[src/rtl/sofa_pkg.sv]
// Constants and types shared by the outlier-rejecting average filter.
`default_nettype none
package sofa_pkg;

  localparam int SAMPLES = 8;

  localparam int IDX_W = (SAMPLES > 1) ? $clog2(SAMPLES) : 1;
  localparam int SUM_W = $clog2(SAMPLES * 255 + 1);
  localparam int ALU_W = (SUM_W > 9) ? SUM_W : 9;
  localparam int REJ_W = 9;
  localparam int ADDR_W = 4;

  localparam logic [1:0] REG_MAX_VALID      = 2'd0;
  localparam logic [1:0] REG_MAX_REJECTS    = 2'd1;
  localparam logic [1:0] REG_OUTLIER_OFFSET = 2'd2;

  localparam logic [8:0] MAX_VALID_RST      = 9'd255;
  localparam logic [7:0] MAX_REJECTS_RST    = 8'd10;
  localparam logic [7:0] OUTLIER_OFFSET_RST = 8'd20;

  localparam logic [7:0] FAIL_ALTITUDE = 8'd255;

  typedef struct packed {
    logic [8:0] max_valid;
    logic [7:0] max_rejects;
    logic [7:0] outlier_offset;
  } cfg_t;

  typedef struct packed {
    logic [7:0] altitude;
    logic       failed;
  } res_t;

endpackage
`default_nettype wire

[src/rtl/sonar_outlier_average_filter.sv]
// Top level of the outlier-rejecting average filter for a sonar range sensor.
// Each 12-bit sample is scaled to 8 bits (>> 4); values at or above max_valid
// are rejected and counted, and once the reject count exceeds max_rejects a
// failure item (altitude 255, failed 1) is sent and the window restarts.
// Good values are written to an 8-deep sample store. The sample that completes
// the window starts a pass: the mean and limit are formed first, then each
// stored value goes in turn through the single read port of the store and the
// shared adder/comparator, while in_stall is high. A result waits in an output
// register; outside the mean step and the pass the block stalls only if a new
// result is due while one still waits. Registers: max_valid at 0x0,
// max_rejects at 0x4, outlier_offset at 0x8.
`default_nettype none
module sonar_outlier_average_filter (
  input  wire                         clk,
  input  wire                         rst,
  input  wire                         in_valid,
  output logic                        in_stall,
  input  wire  [11:0]                 adc_sample,
  output logic                        out_valid,
  input  wire                         out_stall,
  output logic [7:0]                  altitude,
  output logic                        failed,
  input  wire                         psel,
  input  wire                         penable,
  input  wire                         pwrite,
  input  wire  [sofa_pkg::ADDR_W-1:0] paddr,
  input  wire  [31:0]                 pwdata,
  output logic [31:0]                 prdata,
  output logic                        pready
);
  import sofa_pkg::*;

  cfg_t              cfg;
  res_t              res;
  logic              res_load;
  logic              slot_free;
  logic              cfg_wr;
  logic [1:0]        reg_idx;
  logic              ram_we;
  logic [IDX_W-1:0]  ram_waddr, ram_raddr;
  logic [7:0]        ram_wdata, ram_rdata;

  assign pready  = 1'b1;
  assign cfg_wr  = psel && penable && pwrite && pready;
  assign reg_idx = paddr[3:2];

  always_ff @(posedge clk) begin
    if (rst) begin
      cfg.max_valid      <= MAX_VALID_RST;
      cfg.max_rejects    <= MAX_REJECTS_RST;
      cfg.outlier_offset <= OUTLIER_OFFSET_RST;
    end else if (cfg_wr) begin
      unique case (reg_idx)
        REG_MAX_VALID:      cfg.max_valid      <= pwdata[8:0];
        REG_MAX_REJECTS:    cfg.max_rejects    <= pwdata[7:0];
        REG_OUTLIER_OFFSET: cfg.outlier_offset <= pwdata[7:0];
        default: ;
      endcase
    end
  end

  always_comb begin
    unique case (reg_idx)
      REG_MAX_VALID:      prdata = {23'd0, cfg.max_valid};
      REG_MAX_REJECTS:    prdata = {24'd0, cfg.max_rejects};
      REG_OUTLIER_OFFSET: prdata = {24'd0, cfg.outlier_offset};
      default:            prdata = '0;
    endcase
  end

  assign slot_free = !out_valid || !out_stall;

  always_ff @(posedge clk) begin
    if (rst) begin
      out_valid <= 1'b0;
    end else if (res_load) begin
      out_valid <= 1'b1;
      altitude  <= res.altitude;
      failed    <= res.failed;
    end else if (!out_stall) begin
      out_valid <= 1'b0;
    end
  end

  sofa_seq u_seq (
    .clk        (clk),
    .rst        (rst),
    .in_valid   (in_valid),
    .adc_sample (adc_sample),
    .in_stall   (in_stall),
    .cfg        (cfg),
    .slot_free  (slot_free),
    .res_load   (res_load),
    .res        (res),
    .ram_we     (ram_we),
    .ram_waddr  (ram_waddr),
    .ram_wdata  (ram_wdata),
    .ram_raddr  (ram_raddr),
    .ram_rdata  (ram_rdata)
  );

  sofa_ram u_ram (
    .clk   (clk),
    .we    (ram_we),
    .waddr (ram_waddr),
    .wdata (ram_wdata),
    .raddr (ram_raddr),
    .rdata (ram_rdata)
  );

endmodule
`default_nettype wire

[src/rtl/sofa_ram.sv]
// Sample store: one write port, one registered read port.
`default_nettype none
module sofa_ram (
  input  wire                       clk,
  input  wire                       we,
  input  wire  [sofa_pkg::IDX_W-1:0] waddr,
  input  wire  [7:0]                wdata,
  input  wire  [sofa_pkg::IDX_W-1:0] raddr,
  output logic [7:0]                rdata
);
  import sofa_pkg::*;

  logic [7:0] mem [SAMPLES];

  always_ff @(posedge clk) begin
    if (we) begin
      mem[waddr] <= wdata;
    end
    rdata <= mem[raddr];
  end

endmodule
`default_nettype wire

[src/rtl/sofa_alu.sv]
// Shared adder and magnitude comparator.
`default_nettype none
module sofa_alu (
  input  wire  [sofa_pkg::ALU_W-1:0] add_a,
  input  wire  [sofa_pkg::ALU_W-1:0] add_b,
  input  wire  [sofa_pkg::ALU_W-1:0] cmp_a,
  input  wire  [sofa_pkg::ALU_W-1:0] cmp_b,
  output logic [sofa_pkg::ALU_W-1:0] sum,
  output logic                       ge
);
  import sofa_pkg::*;

  assign sum = add_a + add_b;
  assign ge  = (cmp_a >= cmp_b);

endmodule
`default_nettype wire

[src/rtl/sofa_seq.sv]
// Window sequencer: sample intake, reject counting and the averaging pass.
`default_nettype none
module sofa_seq (
  input  wire                         clk,
  input  wire                         rst,
  input  wire                         in_valid,
  input  wire  [11:0]                 adc_sample,
  output logic                        in_stall,
  input  wire  sofa_pkg::cfg_t        cfg,
  input  wire                         slot_free,
  output logic                        res_load,
  output sofa_pkg::res_t              res,
  output logic                        ram_we,
  output logic [sofa_pkg::IDX_W-1:0]  ram_waddr,
  output logic [7:0]                  ram_wdata,
  output logic [sofa_pkg::IDX_W-1:0]  ram_raddr,
  input  wire  [7:0]                  ram_rdata
);
  import sofa_pkg::*;

  typedef enum logic [1:0] {S_IDLE, S_PREP, S_PASS, S_EMIT} state_t;

  state_t            state;
  logic [IDX_W-1:0]  good_count;
  logic [REJ_W-1:0]  reject_count;
  logic [SUM_W-1:0]  running_sum;
  logic [SUM_W-1:0]  total;
  logic [7:0]        mean;
  logic [8:0]        limit;
  logic [IDX_W-1:0]  ptr;
  res_t              pend;

  logic [7:0]        scaled;
  logic              accept;
  logic [ALU_W-1:0]  add_a, add_b, cmp_a, cmp_b, alu_sum;
  logic              ge;
  logic [7:0]        keep;
  logic [REJ_W-1:0]  rej_inc;
  logic              rej_fail;
  logic              fail_now, done_now;
  logic [7:0]        mean_next;
  logic [SUM_W-1:0]  total_next;
  logic [7:0]        avg;
  res_t              cand;

  sofa_alu u_alu (
    .add_a (add_a),
    .add_b (add_b),
    .cmp_a (cmp_a),
    .cmp_b (cmp_b),
    .sum   (alu_sum),
    .ge    (ge)
  );

  assign scaled   = adc_sample[11:4];
  assign in_stall = (state != S_IDLE);
  assign accept   = in_valid && (state == S_IDLE);

  always_comb begin
    if (state == S_PASS) begin
      cmp_a = ALU_W'(ram_rdata);
      cmp_b = ALU_W'(limit);
      add_a = ALU_W'(total);
      add_b = ALU_W'(keep);
    end else begin
      cmp_a = ALU_W'(scaled);
      cmp_b = ALU_W'(cfg.max_valid);
      add_a = ALU_W'(running_sum);
      add_b = ALU_W'(scaled);
    end
  end

  // values at or above the limit are clamped to the mean
  assign keep       = ge ? mean : ram_rdata;
  assign rej_inc    = reject_count + 1'b1;
  assign rej_fail   = (rej_inc > {1'b0, cfg.max_rejects});
  assign fail_now   = accept && ge && rej_fail;
  assign done_now   = (state == S_PASS) && (ptr == IDX_W'(SAMPLES - 1));
  assign mean_next  = 8'(running_sum / SAMPLES);
  assign total_next = SUM_W'(alu_sum);
  assign avg        = 8'(total_next / SAMPLES);

  always_comb begin
    if (state == S_EMIT) begin
      cand = pend;
    end else if (fail_now) begin
      cand = '{altitude: FAIL_ALTITUDE, failed: 1'b1};
    end else begin
      cand = '{altitude: avg, failed: 1'b0};
    end
  end

  assign res      = cand;
  assign res_load = (fail_now || done_now || (state == S_EMIT)) && slot_free;

  assign ram_we    = accept && !ge;
  assign ram_waddr = good_count;
  assign ram_wdata = scaled;
  assign ram_raddr = (state == S_PASS) ? IDX_W'(ptr + 1'b1) : '0;

  always_ff @(posedge clk) begin
    if (rst) begin
      state        <= S_IDLE;
      good_count   <= '0;
      reject_count <= '0;
      running_sum  <= '0;
      ptr          <= '0;
    end else begin
      unique case (state)
        S_IDLE: begin
          if (accept) begin
            if (ge) begin
              if (rej_fail) begin
                good_count   <= '0;
                reject_count <= '0;
                running_sum  <= '0;
                if (!slot_free) begin
                  pend  <= cand;
                  state <= S_EMIT;
                end
              end else begin
                reject_count <= rej_inc;
              end
            end else begin
              running_sum <= SUM_W'(alu_sum);
              good_count  <= good_count + 1'b1;
              if (good_count == IDX_W'(SAMPLES - 1)) begin
                state <= S_PREP;
              end
            end
          end
        end
        S_PREP: begin
          mean  <= mean_next;
          limit <= {1'b0, mean_next} + {1'b0, cfg.outlier_offset};
          total <= '0;
          ptr   <= '0;
          state <= S_PASS;
        end
        S_PASS: begin
          total <= total_next;
          ptr   <= ptr + 1'b1;
          if (done_now) begin
            good_count   <= '0;
            reject_count <= '0;
            running_sum  <= '0;
            if (slot_free) begin
              state <= S_IDLE;
            end else begin
              pend  <= cand;
              state <= S_EMIT;
            end
          end
        end
        S_EMIT: begin
          if (slot_free) begin
            state <= S_IDLE;
          end
        end
        default: state <= S_IDLE;
      endcase
    end
  end

endmodule
`default_nettype wire

[config.mk]
export PLATFORM = sky130hd
export DESIGN_NAME = sonar_outlier_average_filter
export DESIGN_NICKNAME = d
export VERILOG_FILES = /design/src/rtl/sofa_pkg.sv /design/src/rtl/sonar_outlier_average_filter.sv /design/src/rtl/sofa_ram.sv /design/src/rtl/sofa_alu.sv /design/src/rtl/sofa_seq.sv
export SDC_FILE = /design/constraint.sdc
export NUM_CORES = 1
export LEC_CHECK = 0
export BUFFER_PORTS_ARGS = -buffer_cell sky130_fd_sc_hd__buf_4
export CAP_MARGIN = 20
export CORE_UTILIZATION = 40
export DETAILED_ROUTE_END_ITERATION = 7
export PLACE_DENSITY = 0.64
export SYNTH_ARGS = -nofsm -noshare
export SYNTH_HDL_FRONTEND = slang
export SYNTH_SLANG_ARGS = --single-unit
[constraint.sdc]
create_clock -name clk -period 6.62 [get_ports clk]
set_input_delay 1.324 -clock clk [delete_from_list [all_inputs] [get_ports clk]]
set_output_delay 1.324 -clock clk [all_outputs]
set_load 0.05 [all_outputs]
[Word level (Yosys, flattened, before mapping)]
Memory sizes are Yosys's and may differ from the RTL's. A register that Yosys moved wholly into a read port is not among the register bits.
Index checks and enable logic that the tools add are counted.
Storage, ports and cells
  register bits after elaboration: 100
  bits in latches: 0
  RAM bits: 64
  ROM bits: 0
  input port bits: 55
  output and inout port bits: 44
  logic and storage cells: 115
  memories: 1
Memories
  u_ram.mem: words 8, bits a word 8, rd ports 1, clocked after memory_dff 1, wr ports 1, line sofa_ram.sv:13  | logic [7:0] mem [SAMPLES];
Operators by class
  add/subtract/negate cells: 5
  multiply operators: 0
  divide/modulo/power cells: 0
  $lt $le $gt $ge: 2
  equality and inequality tests: 16
  shift operators: 0
  multiplexer cells: 45
  bitwise gates (word level): 1
  reductions and logical operators: 29
Operators with widths (number)
  9-bit 2-to-1 mux: 12
  11-bit 2-to-1 mux: 5
  11-bit case mux with 2 select lines: 2
  9-bit case mux with 2 select lines: 2
  9-bit case mux with 3 select lines: 1
  8-bit 2-to-1 mux: 3
  2-bit 2-to-1 mux: 8
  3-bit 2-to-1 mux: 5
  2-bit by 1-bit inequality test with 1-bit output (second input constant): 6
  3-bit case mux with 2 select lines: 2
  2-bit AND reduction: 6
  6-bit AND reduction: 2
  11-bit by 8-bit adder with 11-bit output: 1
  11-bit >= comparator: 1
  8-bit by 8-bit adder with 9-bit output: 1
  9-bit by 1-bit adder with 9-bit output (second input constant): 1
  9-bit by 8-bit greater-than comparator with 1-bit output: 1
  1-bit logical AND: 8
  2-bit case mux with 4 select lines: 1
  4-bit AND reduction: 2
  3-bit by 1-bit adder with 3-bit output (second input constant): 2
  2-bit equality test (second input constant): 3
  3-bit equality test (second input constant): 2
  3-bit inequality test (second input constant): 2
  8 further kinds: 19

[Longest topological paths before layout]
Gate-level depths: netlist (run 1).
  depth after elaboration: 13
  depth in mapped cells: 23
  gate-level depth less buffers: 18

[Modules after synthesis]
A second synthesis (run 1) with hierarchy kept.
Unflattened totals
  cell total of the unflattened synthesis: 740
  area, all modules: 8932.3 um^2
Modules (own cells, without submodules)
  sofa_seq: instances 1, cells an instance 354, area each 3807.4 um^2, sequential area each 1671.6 um^2
  sofa_ram: instances 1, cells an instance 114, area each 2691.3 um^2, sequential area each 2082.0 um^2
  sonar_outlier_average_filter: instances 1, cells an instance 174, area each 1720.4 um^2, sequential area each 790.8 um^2
  sofa_alu: instances 1, cells an instance 98, area each 713.2 um^2, sequential area each 0.0 um^2

[Worst setup path before layout (run 1)]
OpenSTA, ideal clock, no wires.
  kind: flip-flop to flip-flop
  start point: register u_seq.state[0]
  end point: register altitude[6], data pin
  setup time: 0.261 ns
  data arrival time: 4.877 ns
  required time: 6.359 ns
  slack: 1.482 ns
  cell stages (with the launch flop): 23
  path buffers: 5
  period minus slack after synthesis: 5.138 ns
  cells stage by stage: dfxtp_1 > inv_1 > ha_1 > buf_6 > clkbuf_1 > clkbuf_1 > mux2_2 > ha_1 > nand2b_1 > a211o_1 > a21oi_2 > or2_1 > buf_6 > buf_4 > nand2_1 > a31oi_1 > ha_1 > a211o_1 > a21o_1 > o2111a_1 > o31ai_1 > xor2_1 > o22a_1
RTL lines
  start: declaration: line sofa_seq.sv:23  | state_t state;
  start signal: assignment: line sofa_seq.sv:103  | state <= S_IDLE;
  start signal: assignment: line sofa_seq.sv:119  | state <= S_EMIT;
  start signal: assignment: line sofa_seq.sv:128  | state <= S_PREP;
  end signal: assignment: line sonar_outlier_average_filter.sv:78  | altitude <= res.altitude;
  end: declaration: line sonar_outlier_average_filter.sv:21  | output logic [7:0] altitude,

==> results.toml, run 1 <==
[status]
outcome = "finished clean"

[hold_path]
hold_end = "u_seq.running_sum[2]"
whs_path_depth = 2
min-delay-start = "u_seq.running_sum[2]"
worstHoldPathType = "flop to flop"

[timing]
worst_slack_ns = 1.332
fin_crit_sh_pct = 79.88
tns_ns = 0
hold_viol = 0
max_freq_ghz = 0.1891
rsz0062_at_grt = "false"
worst_slew_pin_slew_ns = 1.055
finalSetupViolations = 0
skew_ns = 0.01801
relSlewSlack_pct = 29.32
post-route-min-period_ns = 5.288
timing.hold.ws_ns = 0.4550
slew_viol_final = 0

[route]
wl_mm = 18.53
drtPass1Iterations = 5
drt_iter0_drc = 329
drc = 0
antenna_left = 0
viasPerCell = 5.286
wl_per_cell_um = 17.89
via_count = 5476

[grt]
use_met2_pct = 28.57
grt_max_degree = 37
grtUsageTotal_pct = 17.86
overflow = 0
grt_pass1_vias = 5312
met3_usage_pct = 4.141
grt_pass1_wl_mm = 29.26
busiest_layer = "met2"
grtUsageMet1_pct = 23.86
antenna_found_initial = 0

[power_and_ir_drop]
power.density_nw_per_um2 = 248.1
max-vdd-ir-drop_v = 0.0001897
p_switching_w = 0.0006291
power_leakage_nw = 3.533
power_frac_comb_pct = 10.4
swShare_pct = 26.39
p_clk_share_pct = 39.6
p_int_w = 0.001755
seqPwrFrac_pct = 50.0

[synthesis]
ys_ff_latch = 172
syn-instance-count = 710
synthTopCellsByArea = "edfxtp_1, dfxtp_1, ha_1, mux2i_1, mux4_2"
synth.avg_cell_area_sq_um = 12.03
yosysTopAreaCellShare_pct = 38.66
async_flop_share_pct = 0
ys_top_cells_by_count = "edfxtp_1, nand2_1, dfxtp_1, nor2_1"
ys_warn_count = 0
netlist_area_sq_um = 8544
ys.flop_type = "edfxtp_1"
synth.yosys.seq_area_share_pct = 53.18
ys_types = 69
synth.most_common_cell = "edfxtp_1"
yosysTopAreaCell = "edfxtp_1"
synth-edff-count = 110

[worst_setup_path]
critPathRequiredTime_ns = 6.79
r2r-end = "altitude[7]"
crit_path_start_kind = "flop"
cp_data_arrival_time_ns = 5.46
r2r_slack_ns = 1.33
path_common_cell = "ha_1"
cp_slowest_cell = "ha_2"
rr_startpoint = "u_seq.state[0]"
crit_path_end_kind = "flop"
slowest_delay_ns = 0.51
critPathKind = "flop to flop"
critical_path.max_fanout = 19
rr_worst_depth = 18
crit_chain = "inv_1 -> ha_2 -> mux2_2 -> ha_1 -> nand2b_1 -> a211o_1 -> a21oi_2 -> or2_1 -> nand2_1 -> a31oi_1 -> ha_1 -> fa_1 -> a211oi_1 -> nor2_1 -> o221ai_1 -> a2111oi_2 -> xnor2_1 -> o22a_1"

[clocking]
root_buffer = "clkbuf_16"
cts_resized = 0
ctsHoldBuffers = 0
h-tree-depth = 4
cts_tree = "built"
cts_sinks = 172
numCtsBuffers = 17
insertion_delay_ns = 0.43
cts_setup_buffers = 0
cts.clk_slew.worst_paths_ns = 0.07
cts_buffer_depth = 2

[place]
post-place-cells = 1003
gp_congestion = 0.8081
pre_cts_ws_ns = 1.106
io_buffers = 45
placed_cell_area_sq_um = 9044
dp_hpwl_mm = 12.85

[finish]
fin_area_sq_um = 9609
area.growth.synth_to_final_pct = 12.46
n_fill_cell = 1940
num_antenna_cells = 0
layout-drive-gt1-share_pct = 18.53
finalNetCount = 848
stdcell_count = 1036
ff_latch_area_sq_um = 4544
multi_input_area_sq_um = 3675

[floorplan]
die_area_sq_um = 21950
io_pins = 99
rows = 53
start_util_pct = 40.78
die_w_um = 148.2
die_h_um = 148.2
core_sq_um = 20960

[flow_run]
drv_cap = 0
worst max-delay path, delay by kind of cell, from the launching register on:
kind,cells,cell delay (ns)
and+or+nand+nor,4,0.79
adders and majority gates,4,1.30
DFF,1,0.33
AOI/OAI and AO/OA,7,1.87
xor gates and xnor gates,1,0.17
buffers and inverters,1,0.16
muxes,1,0.40
cells by family after synthesis:
group           share of synthesized area [%]
compound gates                          9.958
xor+xnor                                1.743
fa+ha+maj                               6.765
buf+inv                                 4.979
flops                                   53.18
mux                                     12.73
other cells                           0.08789
simple gates                            10.56
layout by cell type (no fill, tap or decap), drive strengths merged, types with 3 or more instances in the layout:
cell type and instances:
a211oi 6, a21o 5, a21oi 15, a31oi 13, and2 12, buf 53
clkbuf 17, clkinv 3, conb 24, dfxtp 62, edfxtp 110, ha 43
inv 34, mux2 24, mux2i 44, mux4 16, nand2 66, nand2b 9
nand3 13, nand4 17, nor2 53, nor2b 4, nor3 6, nor3b 3
o211ai 3, o21a 6, o21ai 34, o22a 7, o31ai 3, or3 3
xnor2 12, xor2 5
registers in the layout (all words and copies together) (netlist names):
signal,cells
u_seq.total,11
u_seq.running_sum,11
cfg,25
failed,1
u_seq.ram_waddr,3
u_seq.reject_count,9
u_seq.ptr,3
u_seq.pend,9
u_seq.mean,8
out_valid,1
altitude,8
u_seq.state,2
u_seq.limit,9
u_ram.mem,64
u_ram.rdata,8
worst max-delay path by stage:
stage	start	to	depth (start not counted)	slack (ns)
finish	u_seq.state[0]	altitude[7]	18	1.33
global route	u_seq.state[0]	u_seq.pend[8]	19	1.01
CTS	u_seq.state[0]	u_seq.pend[8]	18	1.34
detailed placement	adc_sample[8]	u_seq.pend[8]	17	1.11
global placement	adc_sample[8]	altitude[6]	16	1.11
floorplan	u_seq.state[0]	altitude[6]	22	1.48
metal layers:
layer | vias up | routed length [um]
li1 | 2672 | -
met1 | 2648 | 8582
met2 | 137 | 8749
met3 | 19 | 879
met4 | 0 | 319
met5 | - | 0
power groups by stage:
stage	Sequential (W)	Clock, W	Combinational, W
4_1_cts	0.00119	0.000962	0.000249
3_3_place_gp	0.00121	0	0.000246
3_5_place_dp	0.00121	0	0.000248
6_report	0.00119	0.000945	0.000248
2_1_floorplan	0.00120	0	0.000193
5_1_grt	0.00119	0.00101	0.000273
per-stage QoR:
step / utilization [%] / power [W]
after floorplan: - / 0.001398
after global placement: 43.16 / 0.001460
after detailed placement: 43.16 / 0.001463
after CTS: 45.80 / 0.002402
after global routing: 45.86 / 0.002475
final: 45.86 / 0.002384
final cells by class:
type	instances	area share, %
well taps	275	3.581
clock buffers	17	4.427
inverters	24	0.9375
flip-flops and latches	172	47.29
clock inverters	15	1.341
multi-input cells	480	38.24
repair buffers	53	4.180
(Power assumes the default switching activity.)
==> run 2, diff against run 1 <==
- clock period: 6.62 -> 4.95 ns (I/O delays scaled with it)
==> results.toml, run 2 (synthesized netlist as in run 1, its figures left out) <==
[timing]
fin_crit_sh_pct = 93.03
slew_viol_final = 0
worst_slack_ns = 0.3452
hold_viol = 0
relSlewSlack_pct = 42.93
max_freq_ghz = 0.2172
rsz0062_at_grt = "false"
tns_ns = 0
skew_ns = 0.01797
worst_slew_pin_slew_ns = 0.8529
post-route-min-period_ns = 4.605
finalSetupViolations = 0

[clocking]
cts_sinks = 172
ctsHoldBuffers = 0
cts.clk_slew.worst_paths_ns = 0.07
insertion_delay_ns = 0.44
cts_tree = "built"
cts_buffer_depth = 2
h-tree-depth = 4
numCtsBuffers = 17
root_buffer = "clkbuf_16"

[finish]
regMostFlops = "u_ram.mem"
stdcell_count = 1065
num_antenna_cells = 0
fin_area_sq_um = 9853
area.growth.synth_to_final_pct = 15.32
largest_reg_flops = 64
top_regs = "u_ram.mem (64), cfg (25)"
n_fill_cell = 1943
finalNetCount = 877
final_common_cell = "edfxtp_1"
layout-drive-gt1-share_pct = 21.52
final_cell_mix = "edfxtp_1, buf_4, nand2_1, dfxtp_1, nor2_1"

[route]
wl_per_cell_um = 17.95
via_count = 5580
wl_mm = 19.12
drc = 0
drt_iter0_drc = 349
drtPass1Iterations = 7
antenna_left = 0
viasPerCell = 5.239

[power_and_ir_drop]
power.density_nw_per_um2 = 331.6
seqPwrFrac_pct = 48.7
p_switching_w = 0.0008530
swShare_pct = 26.11
max-vdd-ir-drop_v = 0.0002477
power_frac_comb_pct = 10.9
p_clk_share_pct = 40.4
power_w = 0.003267
p_int_w = 0.002414
power_leakage_nw = 3.680

[place]
placed_cell_area_sq_um = 9239
post-place-cells = 1031
gp_congestion = 0.8002
pre_cts_ws_ns = 0.07188
io_buffers = 45
dp_hpwl_mm = 13.48

[worst_setup_path]
r2r_slack_ns = 0.35
crit_path_start_kind = "flop"
cp_data_arrival_time_ns = 4.90
crit_path_end_kind = "flop"
critPathRequiredTime_ns = 5.25
crit_chain = "inv_1 -> buf_4 -> ha_2 -> buf_4 -> mux2i_2 -> ha_1 -> a211oi_1 -> o21ai_0 -> a21oi_2 -> or2_1 -> buf_4 -> nand2_1 -> a31oi_1 -> ha_1 -> o21a_1 -> a21o_1 -> o2111a_1 -> o31ai_2 -> xor2_1 -> o22a_1"
critical_path.max_fanout = 7
critPathKind = "flop to flop"
slowest_delay_ns = 0.34
rr_worst_depth = 20
cp_slowest_cell = "ha_1"
path_common_cell = "buf_4"

[hold_path]
worstHoldPathType = "flop to flop"
whs_path_depth = 2

[status]
outcome = "finished clean"

[grt]
grtUsageTotal_pct = 18.39
grt_pass1_wl_mm = 30.07
antenna_found_initial = 0
grt_max_degree = 42
grt_pass1_vias = 5310
overflow = 0

[floorplan]
start_util_pct = 40.78
io_pins = 99
die_w_um = 148.2
die_h_um = 148.2
die_area_sq_um = 21950
core_sq_um = 20960
rows = 53

[flow_run]
drv_cap = 0
## run 2: cell types whose count changed in the layout (fill, tap and decap cells not counted), sizes merged
cell / before / now
clkbuf: 17 / 19
clkinvlp: 2 / 1
buf: 53 / 82
inv: 34 / 32
bufinv: 0 / 1
## run 2: repair_timing
| item | 4_1_cts | 5_1_grt |
|---|---|---|
| buffers inserted | 0 | 1 |
| endpoints found under the setup margin | 0 | 10 |
| resized for setup | 0 | 4 |
## run 2: power by group through the flow
| stage | logic, W | clock network, W | registers (W) |
|---|---|---|---|
| after floorplan | 0.000259 | 0 | 0.00161 |
| after global placement | 0.000348 | 0 | 0.00162 |
| after detailed placement | 0.000352 | 0 | 0.00162 |
| after CTS | 0.000354 | 0.00134 | 0.00159 |
| after global routing | 0.000387 | 0.00139 | 0.00159 |
| final | 0.000355 | 0.00132 | 0.00159 |
## run 2: worst paths after layout
path | startpoint | end
max reg2reg | u_seq.state[0] | u_seq.pend[7]
min | u_seq.running_sum[0] | u_seq.running_sum[0]
max | u_seq.state[0] | u_seq.pend[7]
min reg2reg | u_seq.running_sum[0] | u_seq.running_sum[0]
## run 2: cell type report
cell class	count	area, sq um	area share (%)
clock buffers	19	432.9	4.394
clock inverters	13	145.1	1.473
inverters	24	90.09	0.9143
multi-input cells	480	3677	37.32
flip-flops and latches	172	4544	46.12
well taps	275	344.1	3.492
repair buffers	82	619.3	6.286
## run 2: stage by stage
step | hold WS [ns] | util [%]
finish | 0.4610 | 47.02
global route | 0.4812 | 47.02
CTS | 0.4651 | 46.85
detailed placement | 0.4542 | 44.09
global placement | 0.4518 | 44.09
floorplan | 0.4335 | -
## run 2: critical path, delay by kind of cell, from the launching register on
| kind | cells | cell delay, ns |
|---|---|---|
| multiplexers | 1 | 0.26 |
| buffers and inverters | 4 | 0.54 |
| XOR/XNOR | 1 | 0.30 |
| AND/OR/NAND/NOR | 2 | 0.22 |
| AO/OA/AOI/OAI | 9 | 2.00 |
| adder cells (fa/ha/maj) | 3 | 0.83 |
| flip-flops | 1 | 0.33 |
## run 2: layer usage
layer | GRT usage [%] | routed length, um | vias up
met2 | 29.39 | 9197 | 106
li1 | - | - | 2722
met3 | 3.988 | 642 | 14
met1 | 24.86 | 9040 | 2738
met4 | 5.876 | 238 | 0
met5 | 0 | 0 | -
==> run 3, diff against run 2 <==
- clock period: 4.95 -> 4.3 ns (I/O delays scaled with it)
==> results.toml, run 3 (synthesized netlist as in run 1, its figures left out) <==
[finish]
layout-drive-gt1-share_pct = 29.34
finalNetCount = 922
stdcell_count = 1110
largest_reg_flops = 64
final_common_cell = "buf_4"
area.growth.synth_to_final_pct = 22.79
final_cell_mix = "buf_4, edfxtp_1, nand2_1, dfxtp_1, nor2_1"
top_regs = "u_ram.mem (64), cfg (25)"
fin_area_sq_um = 10490
num_antenna_cells = 0
regMostFlops = "u_ram.mem"

[clocking]
insertion_delay_ns = 0.43
cts_sinks = 172
cts.clk_slew.worst_paths_ns = 0.07
ctsHoldBuffers = 0
cts_buffer_depth = 2
root_buffer = "clkbuf_16"
h-tree-depth = 4
cts_tree = "built"
numCtsBuffers = 17

[floorplan]
io_pins = 99
core_sq_um = 20960
die_area_sq_um = 21950
start_util_pct = 40.78
die_h_um = 148.2
die_w_um = 148.2
rows = 53

[route]
wl_per_cell_um = 17.97
wl_mm = 19.94
viasPerCell = 5.259
drc = 0
drt_iter0_drc = 380
via_count = 5838
drtPass1Iterations = 5
antenna_left = 0

[worst_setup_path]
rr_startpoint = "u_seq.state[0]"
r2r-end = "altitude[6]"
critPathRequiredTime_ns = 4.59
crit_path_end_kind = "flop"
crit_path_start_kind = "flop"
cp_data_arrival_time_ns = 4.46
r2r_slack_ns = 0.13
critical_path.max_fanout = 6
rr_worst_depth = 18
critPathKind = "flop to flop"

[place]
io_buffers = 45
gp_congestion = 0.8149
post-place-cells = 1067
placed_cell_area_sq_um = 9619
dp_hpwl_mm = 13.80

[timing]
finalSetupViolations = 0
skew_ns = 0.01234
post-route-min-period_ns = 4.165
max_freq_ghz = 0.2401
rsz0062_at_grt = "true"
relSlewSlack_pct = 29.76
slew_viol_final = 0
worst_slew_pin_slew_ns = 1.048
timing.hold.ws_ns = 0.4596
fin_crit_sh_pct = 96.87
tns_ns = 0
hold_viol = 0

[flow_run]
drv_cap = 0

[grt]
grtUsageTotal_pct = 18.76
grt_pass1_wl_mm = 30.68
overflow = 0
grt_max_degree = 46
antenna_found_initial = 0
grt_pass1_vias = 5621

[power_and_ir_drop]
max-vdd-ir-drop_v = 0.0002539
power.density_nw_per_um2 = 358.5
power_leakage_nw = 3.970
power_w = 0.003761

[hold_path]
worstHoldPathType = "flop to flop"
hold_end = "u_seq.running_sum[2]"
min-delay-start = "u_seq.running_sum[2]"
whs_path_depth = 2

[status]
outcome = "finished clean"
run 3: cell count changes in the layout (fill, tap and decap cells not counted), moves of 5 or more:
cell,previous run,this run
buf_4,81,120
mux2_4,1,6
ha_4,0,10
ha_1,41,33
mux2_2,23,18
run 3: worst max path at each step:
stage                              start            end  slack [ns]
after detailed placement   adc_sample[7]    altitude[6]       -0.30
after global placement     adc_sample[7]    altitude[6]       -0.30
final                     u_seq.state[0]    altitude[6]        0.13
after CTS                 u_seq.state[0]  u_seq.pend[4]       0.007
after global routing      u_seq.state[0]    altitude[6]       -0.05
after floorplan           u_seq.state[0]    altitude[6]       -0.13
run 3: timing repair:
action / 4_1_cts / 5_1_grt
gates resized for setup: 7 / 31
setup endpoints to repair: 13 / 18
buffers inserted: 0 / 9
pin swaps: 0 / 22
cloned: 0 / 1
run 3: per-layer routing:
| layer | up-vias | global-route usage [%] | share of wire, % |
|---|---|---|---|
| met3 | 20 | 4.049 | 4.9 |
| met1 | 2851 | 25.03 | 46 |
| met5 | - | 0 | 0 |
| li1 | 2823 | - | - |
| met4 | 0 | 5.567 | 1.8 |
| met2 | 144 | 30.59 | 48 |
run 3: cell type report:
| cell class | count | area, sq um |
|---|---|---|
| well taps | 275 | 344.1 |
| fillers | 1868 | 10460 |
| clock buffers | 19 | 442.9 |
| clock inverters | 13 | 108.9 |
| repair buffers | 127 | 1002 |
| inverters | 24 | 92.59 |
| multi-input cells | 480 | 3954 |
| flip-flops and latches | 172 | 4547 |
run 3: power by group:
part           internal [W]  switching [W]  leakage [nW]  total (W)
logic              0.000202       0.000277          2.19   0.000479
clock network      0.000771       0.000676         0.271    0.00145
registers           0.00180      0.0000314          1.51    0.00183
run 3: critical path, cell delays in order (launching register included):
cell	delay, ns
dfxtp_2	0.36
inv_4	0.05
buf_6	0.11
ha_4	0.17
mux2_4	0.32
ha_4	0.21
nand2b_4	0.13
a211o_1	0.32
a21oi_4	0.15
or2_4	0.19
nand2_4	0.06
a31oi_4	0.26
ha_4	0.24
a211o_1	0.27
a21o_1	0.19
o2111a_1	0.26
o31ai_2	0.27
xor2_1	0.28
o22a_1	0.19
run 3: metrics by stage:
stage | utilization, % | setup slack, ns
3_3_place_gp | 45.90 | -0.3045
6_report | 50.07 | 0.1345
2_1_floorplan | - | -0.1337
4_1_cts | 48.66 | 0.007341
3_5_place_dp | 45.90 | -0.2960
5_1_grt | 50.07 | -0.04531
